<file path="config.mk">
export PLATFORM = sky130hd
export DESIGN_NAME = image_mean_color_alpha
export DESIGN_NICKNAME = d
export VERILOG_FILES = /design/src/rtl/imca_pkg.sv /design/src/rtl/imca_fifo.sv /design/src/rtl/imca_front.sv /design/src/rtl/imca_back.sv /design/src/rtl/image_mean_color_alpha.sv
export VERILOG_INCLUDE_DIRS = /design/src /design/src/rtl
export SDC_FILE = /design/constraint.sdc
export NUM_CORES = 2
export LEC_CHECK = 0
export BUFFER_PORTS_ARGS = -buffer_cell sky130_fd_sc_hd__buf_2
export CORE_MARGIN = 10
export CORE_UTILIZATION = 65
export CTS_CLUSTER_DIAMETER = 40
export DETAILED_ROUTE_END_ITERATION = 12
export GPL_TIMING_DRIVEN = 0
export PLACE_DENSITY_LB_ADDON = 0.08
export SETUP_SLACK_MARGIN = 0.02
export SYNTH_ARGS = -nofsm -noshare
export SYNTH_HDL_FRONTEND = slang
export SYNTH_HIERARCHICAL = 1
export SYNTH_SLANG_ARGS = --single-unit
</file>
<file path="constraint.sdc">
create_clock -name clk -period 15.6 [get_ports clk]
set_clock_uncertainty 0.15 [all_clocks]
set_input_delay 3.12 -clock clk [delete_from_list [all_inputs] [get_ports clk]]
set_output_delay 3.12 -clock clk [all_outputs]
set_load 0.02 [all_outputs]
</file>
<file path="src/rtl/image_mean_color_alpha_assert.svh">
// Assertion macros for the image mean color block.
`ifndef IMAGE_MEAN_COLOR_ALPHA_ASSERT_SVH
`define IMAGE_MEAN_COLOR_ALPHA_ASSERT_SVH

`ifndef ASSERT_OFF
// Same-cycle implication, sampled on clk, off while arst_n is low.
`define IMCA_ASSERT_IMP(lbl, ante, cons) \
	lbl: assert property (@(posedge clk) disable iff (!arst_n) (ante) |-> (cons)) \
		else $error("imca: same-cycle check failed");
// Next-cycle implication, sampled on clk, off while arst_n is low.
`define IMCA_ASSERT_NXT(lbl, ante, cons) \
	lbl: assert property (@(posedge clk) disable iff (!arst_n) (ante) |=> (cons)) \
		else $error("imca: next-cycle check failed");
`else
`define IMCA_ASSERT_IMP(lbl, ante, cons)
`define IMCA_ASSERT_NXT(lbl, ante, cons)
`endif

`endif

</file>
<file path="src/rtl/imca_pkg.sv">
// Shared types, codes and helpers of the image mean color block.
`timescale 1ns / 1ps
`default_nettype none

package imca_pkg;

	localparam logic [7:0] CHAN_MAX = 8'd255;

	// register indexes
	localparam logic [1:0] REG_MODE     = 2'd0;
	localparam logic [1:0] REG_BG_RED   = 2'd1;
	localparam logic [1:0] REG_BG_GREEN = 2'd2;
	localparam logic [1:0] REG_BG_BLUE  = 2'd3;

	// mode register codes; the unused code acts as plain
	localparam logic [1:0] MODE_PLAIN     = 2'd0;
	localparam logic [1:0] MODE_SKIP      = 2'd1;
	localparam logic [1:0] MODE_COMPOSITE = 2'd2;

	typedef enum logic [1:0] {
		KIND_PLAIN,
		KIND_SKIP,
		KIND_COMPOSITE
	} kind_t;

	typedef struct packed {
		kind_t kind;
		logic  saturated;
	} img_info_t;

	typedef struct packed {
		logic full;
		logic empty;
	} q_stat_t;

	typedef enum logic [2:0] {
		BK_IDLE,
		BK_LOAD,
		BK_CHECK,
		BK_STEP,
		BK_HOLD
	} bk_state_t;

	// width of one closed image record: three color sums, alpha sum, two counts, info
	function automatic int img_bits(input int cb);
		return 3 * (cb + 16) + (cb + 8) + 2 * (cb + 1) + $bits(img_info_t);
	endfunction

endpackage

`default_nettype wire

</file>
<file path="src/rtl/imca_fifo.sv">
// Two-entry queue of closed image records between front and back.
`timescale 1ns / 1ps
`default_nettype none

module imca_fifo import imca_pkg::*; #(
	parameter int W = 205
) (
	input  logic         clk,
	input  logic         arst_n,
	input  logic         push,
	input  logic [W-1:0] push_data,
	input  logic         pop,
	output logic [W-1:0] head,
	output q_stat_t      q_stat
);

	// depth must stay a power of two so the pointers wrap by themselves
	localparam int DEPTH = 2;
	localparam int PTR_W = $clog2(DEPTH);
	localparam int CNT_W = $clog2(DEPTH + 1);

	logic [W-1:0]     mem_q [DEPTH];
	logic [PTR_W-1:0] wr_ptr_q;
	logic [PTR_W-1:0] rd_ptr_q;
	logic [CNT_W-1:0] cnt_q;

	always_ff @(posedge clk or negedge arst_n) begin
		if (!arst_n) begin
			wr_ptr_q <= '0;
			rd_ptr_q <= '0;
			cnt_q    <= '0;
		end else begin
			if (push)
				wr_ptr_q <= wr_ptr_q + PTR_W'(1);
			if (pop)
				rd_ptr_q <= rd_ptr_q + PTR_W'(1);
			if (push && !pop)
				cnt_q <= cnt_q + CNT_W'(1);
			else if (pop && !push)
				cnt_q <= cnt_q - CNT_W'(1);
		end
	end

	always_ff @(posedge clk) begin
		if (push)
			mem_q[wr_ptr_q] <= push_data;
	end

	assign head         = mem_q[rd_ptr_q];
	assign q_stat.full  = (cnt_q == CNT_W'(DEPTH));
	assign q_stat.empty = (cnt_q == '0);

endmodule

`default_nettype wire

</file>
<file path="src/rtl/imca_front.sv">
// Front end: takes pixels, classifies them by mode and accumulates the image sums.
`timescale 1ns / 1ps
`default_nettype none

module imca_front import imca_pkg::*; #(
	parameter int COUNT_BITS = 24
) (
	input  logic                             clk,
	input  logic                             arst_n,
	input  logic                             pix_valid,
	output logic                             pix_stall,
	input  logic [7:0]                       red,
	input  logic [7:0]                       green,
	input  logic [7:0]                       blue,
	input  logic [7:0]                       alpha,
	input  logic                             last,
	input  logic [1:0]                       mode,
	input  logic [7:0]                       bg_red,
	input  logic [7:0]                       bg_green,
	input  logic [7:0]                       bg_blue,
	input  q_stat_t                          q_stat,
	output logic                             push,
	output logic [img_bits(COUNT_BITS)-1:0]  push_data
);

	localparam int SUM_W = COUNT_BITS + 16;
	localparam int AS_W  = COUNT_BITS + 8;
	localparam int CNT_W = COUNT_BITS + 1;

	function automatic logic [15:0] blend(input logic [7:0] p, input logic [7:0] a,
			input logic [7:0] bg);
		logic [7:0] inv;
		inv = CHAN_MAX - a;
		return {8'd0, p} * {8'd0, a} + {8'd0, bg} * {8'd0, inv};
	endfunction

	kind_t       kind_c;
	logic [15:0] add_r_c, add_g_c, add_b_c;
	logic [7:0]  add_a_c;
	logic        keep_c;

	logic        v_s1;
	logic        last_s1;
	kind_t       kind_s1;
	logic [15:0] add_r_s1, add_g_s1, add_b_s1;
	logic [7:0]  add_a_s1;
	logic        keep_s1;

	logic [SUM_W-1:0] sum_r_q, sum_g_q, sum_b_q;
	logic [AS_W-1:0]  sum_a_q;
	logic [CNT_W-1:0] cnt_q, kept_q;
	logic             sat_q;

	logic [SUM_W-1:0] sum_r_d, sum_g_d, sum_b_d;
	logic [AS_W-1:0]  sum_a_d;
	logic [CNT_W-1:0] cnt_d, kept_d;
	logic             sat_d;
	logic             sat_hit;
	logic             accept;
	logic             consume;
	img_info_t        info;

	// classify the pixel by the mode in force now
	always_comb begin
		unique case (mode)
			MODE_SKIP:      kind_c = KIND_SKIP;
			MODE_COMPOSITE: kind_c = KIND_COMPOSITE;
			default:        kind_c = KIND_PLAIN;
		endcase
	end

	always_comb begin
		add_r_c = {8'd0, red};
		add_g_c = {8'd0, green};
		add_b_c = {8'd0, blue};
		add_a_c = 8'd0;
		keep_c  = 1'b0;
		unique case (kind_c)
			KIND_SKIP: begin
				keep_c = (alpha != 8'd0);
				if (!keep_c) begin
					add_r_c = '0;
					add_g_c = '0;
					add_b_c = '0;
				end
			end
			KIND_COMPOSITE: begin
				add_r_c = blend(red, alpha, bg_red);
				add_g_c = blend(green, alpha, bg_green);
				add_b_c = blend(blue, alpha, bg_blue);
			end
			default: add_a_c = alpha;
		endcase
	end

	// hold only a closing pixel that finds the queue full
	assign pix_stall = v_s1 && last_s1 && q_stat.full;
	assign accept    = pix_valid && !pix_stall;
	assign consume   = v_s1 && !pix_stall;

	always_ff @(posedge clk or negedge arst_n) begin
		if (!arst_n)
			v_s1 <= 1'b0;
		else if (!pix_stall)
			v_s1 <= pix_valid;
	end

	always_ff @(posedge clk) begin
		if (accept) begin
			last_s1  <= last;
			kind_s1  <= kind_c;
			add_r_s1 <= add_r_c;
			add_g_s1 <= add_g_c;
			add_b_s1 <= add_b_c;
			add_a_s1 <= add_a_c;
			keep_s1  <= keep_c;
		end
	end

	// count reaching 2^COUNT_BITS freezes the image sums
	assign sat_hit = cnt_q[COUNT_BITS];

	always_comb begin
		sum_r_d = sum_r_q;
		sum_g_d = sum_g_q;
		sum_b_d = sum_b_q;
		sum_a_d = sum_a_q;
		cnt_d   = cnt_q;
		kept_d  = kept_q;
		sat_d   = sat_q | sat_hit;
		if (!sat_hit) begin
			sum_r_d = sum_r_q + SUM_W'(add_r_s1);
			sum_g_d = sum_g_q + SUM_W'(add_g_s1);
			sum_b_d = sum_b_q + SUM_W'(add_b_s1);
			sum_a_d = sum_a_q + AS_W'(add_a_s1);
			cnt_d   = cnt_q + CNT_W'(1);
			kept_d  = kept_q + CNT_W'(keep_s1);
		end
	end

	always_ff @(posedge clk or negedge arst_n) begin
		if (!arst_n) begin
			sum_r_q <= '0;
			sum_g_q <= '0;
			sum_b_q <= '0;
			sum_a_q <= '0;
			cnt_q   <= '0;
			kept_q  <= '0;
			sat_q   <= 1'b0;
		end else if (consume) begin
			if (last_s1) begin
				sum_r_q <= '0;
				sum_g_q <= '0;
				sum_b_q <= '0;
				sum_a_q <= '0;
				cnt_q   <= '0;
				kept_q  <= '0;
				sat_q   <= 1'b0;
			end else begin
				sum_r_q <= sum_r_d;
				sum_g_q <= sum_g_d;
				sum_b_q <= sum_b_d;
				sum_a_q <= sum_a_d;
				cnt_q   <= cnt_d;
				kept_q  <= kept_d;
				sat_q   <= sat_d;
			end
		end
	end

	assign info.kind      = kind_s1;
	assign info.saturated = sat_d;
	assign push           = consume && last_s1;
	assign push_data      = {info, sum_r_d, sum_g_d, sum_b_d, sum_a_d, cnt_d, kept_d};

endmodule

`default_nettype wire

</file>
<file path="src/rtl/imca_back.sv">
// Back end: divides the closed image sums into clamped means, one quotient bit a cycle.
`timescale 1ns / 1ps
`default_nettype none

module imca_back import imca_pkg::*; #(
	parameter int COUNT_BITS = 24
) (
	input  logic                             clk,
	input  logic                             arst_n,
	input  logic [img_bits(COUNT_BITS)-1:0]  head,
	input  q_stat_t                          q_stat,
	output logic                             pop,
	output logic                             res_valid,
	input  logic                             res_stall,
	output logic [7:0]                       mean_red,
	output logic [7:0]                       mean_green,
	output logic [7:0]                       mean_blue,
	output logic [7:0]                       mean_alpha,
	output logic                             found,
	output logic                             overflow
);

	localparam int SUM_W = COUNT_BITS + 16;
	localparam int AS_W  = COUNT_BITS + 8;
	localparam int CNT_W = COUNT_BITS + 1;
	localparam int DEN_W = CNT_W + 8;
	localparam int CMP_W = DEN_W + 8;

	localparam logic [1:0] CH_RED   = 2'd0;
	localparam logic [1:0] CH_GREEN = 2'd1;
	localparam logic [1:0] CH_BLUE  = 2'd2;
	localparam logic [1:0] CH_ALPHA = 2'd3;

	img_info_t        info;
	logic [SUM_W-1:0] sum_r, sum_g, sum_b;
	logic [AS_W-1:0]  sum_a;
	logic [CNT_W-1:0] cnt, kept;

	bk_state_t        state_q, state_d;
	logic [1:0]       ch_q;
	logic [2:0]       step_q;
	logic [CMP_W-1:0] rem_q, dsh_q;
	logic [7:0]       quo_q, quo_d;
	logic [7:0]       res_q [4];
	logic             res_valid_q;

	logic [SUM_W-1:0] sum_sel;
	logic [DEN_W-1:0] den_sel;
	logic             ge;
	logic             last_ch;
	logic             start, load_en, shift_en, sub_en, step_en, store_en, out_load;
	logic [7:0]       store_val;

	assign {info, sum_r, sum_g, sum_b, sum_a, cnt, kept} = head;

	always_comb begin
		unique case (ch_q)
			CH_RED:   sum_sel = sum_r;
			CH_GREEN: sum_sel = sum_g;
			CH_BLUE:  sum_sel = sum_b;
			CH_ALPHA: sum_sel = SUM_W'(sum_a);
		endcase
	end

	// divisor: kept pixels when skipping, 255 per pixel when composited, else all pixels; zero for alpha unless plain
	always_comb begin
		unique case (info.kind)
			KIND_SKIP:      den_sel = DEN_W'(kept);
			KIND_COMPOSITE: den_sel = {cnt, 8'd0} - DEN_W'(cnt);
			default:        den_sel = DEN_W'(cnt);
		endcase
		if (ch_q == CH_ALPHA && info.kind != KIND_PLAIN)
			den_sel = '0;
	end

	assign ge      = (rem_q >= dsh_q);
	assign quo_d   = {quo_q[6:0], ge};
	assign last_ch = (ch_q == CH_ALPHA);

	always_ff @(posedge clk or negedge arst_n) begin
		if (!arst_n)
			state_q <= BK_IDLE;
		else
			state_q <= state_d;
	end

	always_comb begin
		state_d   = state_q;
		start     = 1'b0;
		load_en   = 1'b0;
		shift_en  = 1'b0;
		sub_en    = 1'b0;
		step_en   = 1'b0;
		store_en  = 1'b0;
		store_val = '0;
		out_load  = 1'b0;
		pop       = 1'b0;
		unique case (state_q)
			BK_IDLE: begin
				if (!q_stat.empty) begin
					start   = 1'b1;
					state_d = BK_LOAD;
				end
			end
			BK_LOAD: begin
				load_en = 1'b1;
				state_d = BK_CHECK;
			end
			BK_CHECK: begin
				// zero divisor gives zero; a quotient past 255 clamps at once
				if (dsh_q == '0) begin
					store_en = 1'b1;
				end else if (ge) begin
					store_en  = 1'b1;
					store_val = CHAN_MAX;
				end else begin
					shift_en = 1'b1;
					state_d  = BK_STEP;
				end
				if (store_en)
					state_d = last_ch ? BK_HOLD : BK_LOAD;
			end
			BK_STEP: begin
				shift_en = 1'b1;
				sub_en   = ge;
				step_en  = 1'b1;
				if (step_q == 3'd7) begin
					store_en  = 1'b1;
					store_val = quo_d;
					state_d   = last_ch ? BK_HOLD : BK_LOAD;
				end
			end
			BK_HOLD: begin
				if (!res_valid_q || !res_stall) begin
					out_load = 1'b1;
					pop      = 1'b1;
					state_d  = BK_IDLE;
				end
			end
			default: state_d = BK_IDLE;
		endcase
	end

	always_ff @(posedge clk or negedge arst_n) begin
		if (!arst_n) begin
			ch_q   <= CH_RED;
			step_q <= '0;
		end else begin
			if (start)
				ch_q <= CH_RED;
			else if (store_en)
				ch_q <= ch_q + 2'd1;
			if (load_en)
				step_q <= '0;
			else if (step_en)
				step_q <= step_q + 3'd1;
		end
	end

	always_ff @(posedge clk) begin
		if (load_en) begin
			rem_q <= CMP_W'(sum_sel);
			dsh_q <= {den_sel, 8'd0};
			quo_q <= '0;
		end else begin
			if (shift_en)
				dsh_q <= dsh_q >> 1;
			if (sub_en)
				rem_q <= rem_q - dsh_q;
			if (step_en)
				quo_q <= quo_d;
		end
		if (store_en)
			res_q[ch_q] <= store_val;
	end

	always_ff @(posedge clk or negedge arst_n) begin
		if (!arst_n)
			res_valid_q <= 1'b0;
		else if (out_load)
			res_valid_q <= 1'b1;
		else if (!res_stall)
			res_valid_q <= 1'b0;
	end

	always_ff @(posedge clk) begin
		if (out_load) begin
			mean_red   <= res_q[CH_RED];
			mean_green <= res_q[CH_GREEN];
			mean_blue  <= res_q[CH_BLUE];
			mean_alpha <= res_q[CH_ALPHA];
			found      <= (info.kind != KIND_SKIP) || (kept != '0);
			overflow   <= info.saturated;
		end
	end

	assign res_valid = res_valid_q;

endmodule

`default_nettype wire

</file>
<file path="src/rtl/image_mean_color_alpha.sv">
// Top level of the streaming RGBA mean color block.
//
//  channel  direction  handshake            payload
//  pix      in         pix_valid/pix_stall  red green blue alpha last
//  res      out        res_valid/res_stall  mean_red mean_green mean_blue mean_alpha
//                                           found overflow
//  cfg      in         wr_en                wr_index wr_data
//
// Pixels enter at one per cycle while pix_stall is low; a result passes the front stage
// and the queue, then the back forms four means in turn (load, range check, eight quotient
// bits; only load and range check if the divisor is zero or the mean clamps) and registers
// them at the output. A back still busy with earlier images lets short images fill the
// two-entry queue; pix_stall rises when a last pixel meets it full. arst_n clears the
// control state and sums; res_stall holds the result and, once the queue fills, the input.
`timescale 1ns / 1ps
`default_nettype none
`include "image_mean_color_alpha_assert.svh"

module image_mean_color_alpha import imca_pkg::*; #(
	parameter int COUNT_BITS = 24
) (
	input  logic       clk,
	input  logic       arst_n,
	// pixel requests
	input  logic       pix_valid,
	output logic       pix_stall,
	input  logic [7:0] red,
	input  logic [7:0] green,
	input  logic [7:0] blue,
	input  logic [7:0] alpha,
	input  logic       last,
	// result requests
	output logic       res_valid,
	input  logic       res_stall,
	output logic [7:0] mean_red,
	output logic [7:0] mean_green,
	output logic [7:0] mean_blue,
	output logic [7:0] mean_alpha,
	output logic       found,
	output logic       overflow,
	// register writes
	input  logic       wr_en,
	input  logic [1:0] wr_index,
	input  logic [7:0] wr_data
);

	localparam int IMG_W = img_bits(COUNT_BITS);

	logic [1:0]       mode_q;
	logic [7:0]       bg_red_q, bg_green_q, bg_blue_q;
	logic             push, pop;
	logic [IMG_W-1:0] push_data, head;
	q_stat_t          q_stat;

	// config registers; the user must write them only while the block is idle, the block does not enforce it
	always_ff @(posedge clk or negedge arst_n) begin
		if (!arst_n) begin
			mode_q     <= MODE_PLAIN;
			bg_red_q   <= '0;
			bg_green_q <= '0;
			bg_blue_q  <= '0;
		end else if (wr_en) begin
			unique case (wr_index)
				REG_MODE:     mode_q     <= wr_data[1:0];
				REG_BG_RED:   bg_red_q   <= wr_data;
				REG_BG_GREEN: bg_green_q <= wr_data;
				REG_BG_BLUE:  bg_blue_q  <= wr_data;
			endcase
		end
	end

	// front: classify pixels and accumulate, push a record per image
	imca_front #(
		.COUNT_BITS(COUNT_BITS)
	) u_front (
		.clk       (clk),
		.arst_n    (arst_n),
		.pix_valid (pix_valid),
		.pix_stall (pix_stall),
		.red       (red),
		.green     (green),
		.blue      (blue),
		.alpha     (alpha),
		.last      (last),
		.mode      (mode_q),
		.bg_red    (bg_red_q),
		.bg_green  (bg_green_q),
		.bg_blue   (bg_blue_q),
		.q_stat    (q_stat),
		.push      (push),
		.push_data (push_data)
	);

	// queue: decouple pixel intake from the divider
	imca_fifo #(
		.W(IMG_W)
	) u_fifo (
		.clk       (clk),
		.arst_n    (arst_n),
		.push      (push),
		.push_data (push_data),
		.pop       (pop),
		.head      (head),
		.q_stat    (q_stat)
	);

	// back: divide sums into means, drop the record once the result is loaded
	imca_back #(
		.COUNT_BITS(COUNT_BITS)
	) u_back (
		.clk        (clk),
		.arst_n     (arst_n),
		.head       (head),
		.q_stat     (q_stat),
		.pop        (pop),
		.res_valid  (res_valid),
		.res_stall  (res_stall),
		.mean_red   (mean_red),
		.mean_green (mean_green),
		.mean_blue  (mean_blue),
		.mean_alpha (mean_alpha),
		.found      (found),
		.overflow   (overflow)
	);

	// input backpressure comes only from a full queue
	`IMCA_ASSERT_IMP(a_stall_needs_full, pix_stall, q_stat.full)
	// an empty result carries no color
	`IMCA_ASSERT_IMP(a_not_found_black, res_valid && !found,
		mean_red == 8'd0 && mean_green == 8'd0 && mean_blue == 8'd0 && mean_alpha == 8'd0)
	// one push a cycle: the queue cannot go from empty to full at once
	`IMCA_ASSERT_NXT(a_queue_fills_by_one, q_stat.empty, !q_stat.full)

endmodule

`default_nettype wire

</file>
==> Word-level counts from Yosys, hierarchy flattened <==
Memory sizes are Yosys's and may differ from the RTL's. A register that Yosys moved wholly into a read port is not among the register bits.
Index checks and enable logic that the tools add are counted.
{ "totals": {"wordCells": 186, "n_memories": 2, "ram_bits": 442, "inputBits": 48, "output_inout_bits": 36, "reg_bits": 394} }
{ "memory_table": {"columns": ["name", "words", "width", "rd", "rd_ports_with_merged_regs", "wr", "line_no", "text"], "rows": [
  ["u_fifo.mem_q", 2, 205, 1, 0, 1, "imca_fifo.sv:22", "logic [W-1:0] mem_q [DEPTH];"],
  ["u_back.res_q", 4, 8, 4, 4, 1, "imca_back.sv:44", "logic [7:0] res_q [4];"]
]} }
{ "classes": {"add_sub_neg": 18, "n_reduce_logical": 34, "multipliers": 6, "bitwise_logic": 1, "muxes": 66, "eq_ne": 25, "n_lt_le_gt_ge": 1} }
{ "op_table": {"columns": ["operator", "count"], "rows": [
  ["$mux W40", 8],
  ["$pmux W40 S4", 1],
  ["$add A40 B16 Y40", 3],
  ["$mux W25", 4],
  ["$mul A8 B8 Y16", 6],
  ["$pmux W16 S2", 3],
  ["$mux W41", 2],
  ["$pmux W33 S2", 1],
  ["$mux W32", 2],
  ["$add A16 B16 Y16", 3],
  ["$mux W8", 6],
  ["$ge A41 B41 Y1", 1],
  ["$logic_not A41 Y1", 1],
  ["$sub A41 B41 Y41", 1],
  ["$mux W33", 1],
  ["$sub A33 B25 Y33", 1],
  ["$add A32 B8 Y32", 1],
  ["$mux W3", 9],
  ["$add A25 B1 Y25", 1],
  ["$add A25 B1 Y25 const B", 1],
  ["$reduce_bool A25 Y1", 1],
  ["$mux W1", 20],
  ["$eq A2 B2 Y1 const B", 8],
  ["$pmux W8 S2", 1],
  ["other kinds (27)", 65]
]} }

==> Logic depth before layout (Yosys ltp) <==
{ "logic_depth": {"word_depth": 9, "mapped_depth": 23, "ltp_nobuf": 21} }

==> Modules after synthesis <==
The synthesis kept the hierarchy.
{ "by_module_without_submodules": {"columns": ["module", "area_each_um2", "seq_area_each_um2", "instances", "cells_each"], "rows": [
  ["imca_front", 30227.7, 6906.6, 1, 3416],
  ["imca_fifo", 15553.7, 12411.9, 1, 654],
  ["imca_back", 11383.4, 4719.5, 1, 1225],
  ["image_mean_color_alpha", 983.4, 650.6, 1, 56]
]} }

==> Least setup slack after synthesis <==
Ideal clock, no wire load.
{ "synth_timing": {"path_kind": "register to register", "from": "register u_fifo.cnt_q[0]", "to": "memory u_fifo.mem_q[0][0] (enable)", "slack_ps": 4019, "setup_time_ps": 798, "n_path_buf": 3, "period_less_slack_ps": 11581, "required_time_ps": 14652, "arrival_ps": 10632, "stages_incl_launch_ff": 10, "path_cell_list": "dfrtp_1 -> nor2b_1 -> nand2_1 -> nand2_1 -> clkbuf_1 -> nor2_1 -> clkbuf_1 -> buf_1 -> nor2_1 -> nor2b_1"} }
{ "synth_lines": {"columns": ["element", "line_no", "text"], "rows": [
  ["start, declared", "imca_fifo.sv:25", "logic [CNT_W-1:0] cnt_q;"],
  ["start signal, assigned", "imca_fifo.sv:38", "cnt_q <= cnt_q + CNT_W'(1);"],
  ["start signal, assigned", "imca_fifo.sv:40", "cnt_q <= cnt_q - CNT_W'(1);"],
  ["end, declared", "imca_fifo.sv:22", null]
]} }

==> Worst setup path in the final report <==
{ "layout_timing": {"from": "input alpha[5]", "to": "register u_front.add_g_s1[15] (data pin)"} }
{ "layout_via": {"elab_chain_len": 4, "elab_cells_between_ends": 5, "cone_classes": "add/sub (2); mul (2); mux (1)"} }
{ "layout_lines": {"columns": ["element", "line_no", "text"], "rows": [
  ["start, declared", "image_mean_color_alpha.sv:30", "input logic [7:0] alpha,"],
  ["$sub A8 B8 Y8", "imca_front.sv:33", "inv = CHAN_MAX - a;"],
  ["$mul A8 B8 Y16", "imca_front.sv:34", "return {8'd0, p} * {8'd0, a} + {8'd0, bg} * {8'd0, inv};"],
  ["$add A16 B16 Y16 (*)", "imca_front.sv:34", null],
  ["$pmux W16 S2 (*)", "imca_front.sv:78", "unique case (kind_c)"],
  ["net u_front.add_g_c[15]", "imca_front.sv:38", "logic [15:0] add_r_c, add_g_c, add_b_c;"],
  ["end signal, assigned", "imca_front.sv:113", "add_g_s1 <= add_g_c;"],
  ["end, declared", "imca_front.sv:45", "logic [15:0] add_r_s1, add_g_s1, add_b_s1;"]
]} }
The timed path passes the listed nets; every way through them passes the cells marked *.
A chain may end at the register's enable or synchronous reset.

==> metrics.md <==
| Metric | Value |
|---|---|
| Max FO, Critical Path | 10 |
| Final setup violation count | 0 |
| PD cells | roughly 240 mW/mm^2 |
| Total setup buffers inserted after CTS | 0 |
| Port Buf Inserts | 71 |
| Pre-CTS setup slack | 5220 ps |
| CTS Root Cell | clkbuf_16 |
| Max stage delay on crit path | 730 ps |
| First-pass detailed-route iteration total | 7 |
| Non-Filler Instances | 6824 |
| Startpoint Class | input pin |
| Leak | 27.9 nW |
| Mean post-synth cell area | between 10 and 15 sq um |
| Vias/cell | 6.26 |
| Clock transition at path regs | 70 ps |
| Final Hold Viols | 0 |
| Area of the core | 0.0885 sq mm |
| Power, Total | roughly 16 mW |
| Slew Limit Fails | 0 |
| Number of fill cells | 6281 |
| Sequential element share of the synthesized area | 0.425 |
| Synthesis-to-finish area growth | 11.2% |
| Largest net degree at the start of global routing | 97 |
| CP most frequent cell | fa_1 |
| Clk buf depth | 3 |
| First-pass GRT wire length | 253000 um |
| Post-synth top cells | edfxtp_1, inv_1, nand2_1 |
| Crit path time final | 9700 ps |
| Die Width | 319 um |
| HP Class | flip-flop to flip-flop |
| Tot GR Track Use | 0.323 |
| Slew HR | 0.0761 |
| Initial antenna violation count | 1 |
| Measured slew at the worst slew-check pin | 1390 ps |
| CP bufs+invs | 6 |
| Most common cell in the synthesized netlist | edfxtp_1 |
| VDD IR max | 0.268 mV |
| # placed instances | 6603 |
| TritonCTS clock tree | built |
| Final wirelength | 167000 um |
| CP required | 15880 ps |
| Die ar. | 0.102 sq mm |
| DR iter-0 viols | between 4000 and 5000 |
| Post-route setup slack | 5900 ps |
| Clock Latency Late Sink | 740 ps |
| # IOs | 84 |
| Die Ht | 319 um |
| CTS Hold Buffers Added | 0 |
| Final ANT Viol Nets | 0 |
| Drt drc | 0 |
| DR vias | roughly 43000 |
| Grt total ovfl | 0 |
| DP HPWL | 125000 um |
| Multi-input gate area | 0.0302 sq mm |
| Period utilization | 0.622 |
| CP cell instances | buf_2, clkbuf_1, clkbuf_1, nand2_1, fa_1, fa_1, fa_1, inv_1, fa_1, fa_1, inv_1, fa_1, inv_1, ha_1, or2_2, o311a_1, nand2_1, o21ai_0, o311ai_0, o21ai_0, xnor2_1, nor2_1 |
| Status | finished clean |
| Mapped Area | 0.0581 sq mm |
| Cell family with most CP delay | adder cells |
| Ranking of synthesized cells by area | edfxtp_1, dfrtp_1, fa_1 |
| Initial Util | 0.657 |
| CP Capture Type | flip-flop |
| Row count | 109 |
| Synth Register Bits | 868 |
| # resized after CTS | 0 |
| Kind of critical path | input pin to flip-flop |
| Post-synth top area cell | edfxtp_1 |
| RSZ-0062 raised after global routing | no |
| CP max stage cell | clkbuf_1 |
| Synth Instances | 5351 |
| CTS Buf Count | 115 |
| Count of cell types in the netlist | 109 |
| Yosys top cell area share | 0.314 |
| Share of layout cells above drive strength 1 | 0.115 |
| CTS sink count | 868 |
| Final Net Count | approximately 6200 |
| Vias in the first global route | 42800 |
| Routed wire per std cell | 24.4 um |
| Synth Flop Type | edfxtp_1 |
| Synth async-reset ratio | 0.280 |
| H-tree levels | 3 |
| Sequential Area | 0.0247 sq mm |
| YS warnings | 6 |
| Critical path data arrival time | 9990 ps |
| GP Congestion | 0.963 |
| EDFF count, synth | 609 |
| Max Cap Viol | 0 |
| Peak Freq | about 0.10 GHz |
## worst reg2reg max path: stages, from the launching register on
cell and delay, ps:
dfrtp_1 540, nor2b_1 240, fa_1 560, inv_1 70, fa_1 530, inv_1 50
fa_1 520, fa_1 450, fa_1 500, inv_1 50, fa_1 470, inv_1 40
ha_1 320, or2_2 320, o311a_1 140, nand2_1 70, o21ai_0 140, o311ai_0 540
o21ai_0 210, xnor2_1 260, nor2_1 70
## kinds of logic (layout without fill, tap and decap cells)
kind of cell             count (synthesis)  count (layout)  synth area share
flip-flops                             868             868             0.425
other                                    1               4         0.0000645
buffers and inverters                  827            1132            0.0573
AO/OA/AOI/OAI                         1036            1036             0.117
multiplexers                           288             288            0.0639
adder cells (fa/ha/maj)                609             609             0.169
XOR/XNOR                               295             295            0.0444
AND/OR/NAND/NOR                       1427            1427             0.124
## report_power, final
| group | switching, mW | internal [mW] | leakage (nW) |
|---|---|---|---|
| Combinational | 5.44 | 3.64 | 16.7 |
| Sequential | 0.326 | 3.41 | 9.13 |
| Clock | 1.14 | 1.73 | 2.04 |
## path summary, 6_finish.rpt
kind | startpoint | end | slack [ps] | cells past startpoint
setup / recovery | alpha[5] | u_front/add_g_s1[15] | 5900 | 22
hold / removal | u_back/res_q[3][5] | u_back/mean_alpha[5] | 270 | 0
setup reg to reg | bg_green_q[5] | u_front/add_g_s1[15] | 9100 | 20
hold reg to reg | u_back/res_q[3][5] | u_back/mean_alpha[5] | 270 | 0
max in group asynchronous | arst_n | u_front/kept_q[8] | 12120 | 2
min in group asynchronous | arst_n | u_front/sum_b_q[34] | 2170 | 1
## flip-flops by register name, summed over array words and instances (netlist names), 8 cells and up
register	flops
u_front/sum_r_q	40
u_front/add_g_s1	16
bg_green_q	8
u_back/mean_red	8
u_fifo/mem_q	410
u_back/rem_q	41
u_front/sum_b_q	40
u_front/add_b_s1	16
u_back/dsh_q	41
u_front/add_r_s1	16
u_back/mean_alpha	8
u_front/sum_g_q	40
u_back/mean_blue	8
u_front/kept_q	25
u_back/res_q	32
bg_blue_q	8
u_front/cnt_q	25
bg_red_q	8
u_back/mean_green	8
u_front/sum_a_q	32
u_front/add_a_s1	8
## cells in the final DEF (no fill, tap or decap), types with 27 or more instances in the layout
cell / n
nand2b_1: 74
a222oi_1: 38
nor3_1: 33
o21ai_0: 341
mux2_4: 140
fa_1: 293
xnor2_1: 178
o31ai_1: 41
clkbuf_16: 115
clkbuf_1: 207
inv_1: 558
a21oi_1: 186
edfxtp_1: 609
and2_1: 141
nor2_1: 192
nand3_1: 80
a21o_1: 95
mux2_2: 104
nand2_1: 509
nand4_1: 40
nor2b_1: 177
ha_1: 316
o21a_1: 27
a31oi_1: 41
dfrtp_1: 243
xor2_1: 117
a22o_1: 60
mux2i_1: 44
buf_2: 88
and3_1: 50
## per-layer routing
| metal | GRT usage | up-vias | routed length, um |
|---|---|---|---|
| met2 | 0.536 | 2127 | 79900 |
| met4 | 0.204 | 0 | 11800 |
| li1 | - | 19100 | - |
| met5 | 0 | - | 0 |
| met1 | 0.392 | 21000 | 61800 |
| met3 | 0.0509 | 537 | 13000 |
## final cells by class
class | instances | share of cell area
Buffer | 269 | 0.0191
Sequential cell | 868 | 0.382
Tap cell | 1165 | 0.0226
Timing Repair Buffer | 86 | 0.0110
Clock inverter | 94 | 0.0206
Antenna cell | 1 | 0.0000387
Multi-Input combinational cell | 3658 | 0.467
Inverter | 558 | 0.0324
Clock buffer | 125 | 0.0456
## stage by stage
step,hold slack (ps),setup TNS [ps],utilization,cell area (sq um)
global placement,250,-606600,0.678,60000
detailed placement,255,0,0.682,60300
CTS,266,0,0.730,64600
finish,268,0,0.730,64600
floorplan,250,0,-,58200
global route,271,0,0.730,64600
Power figures use the tool's default switching activity.
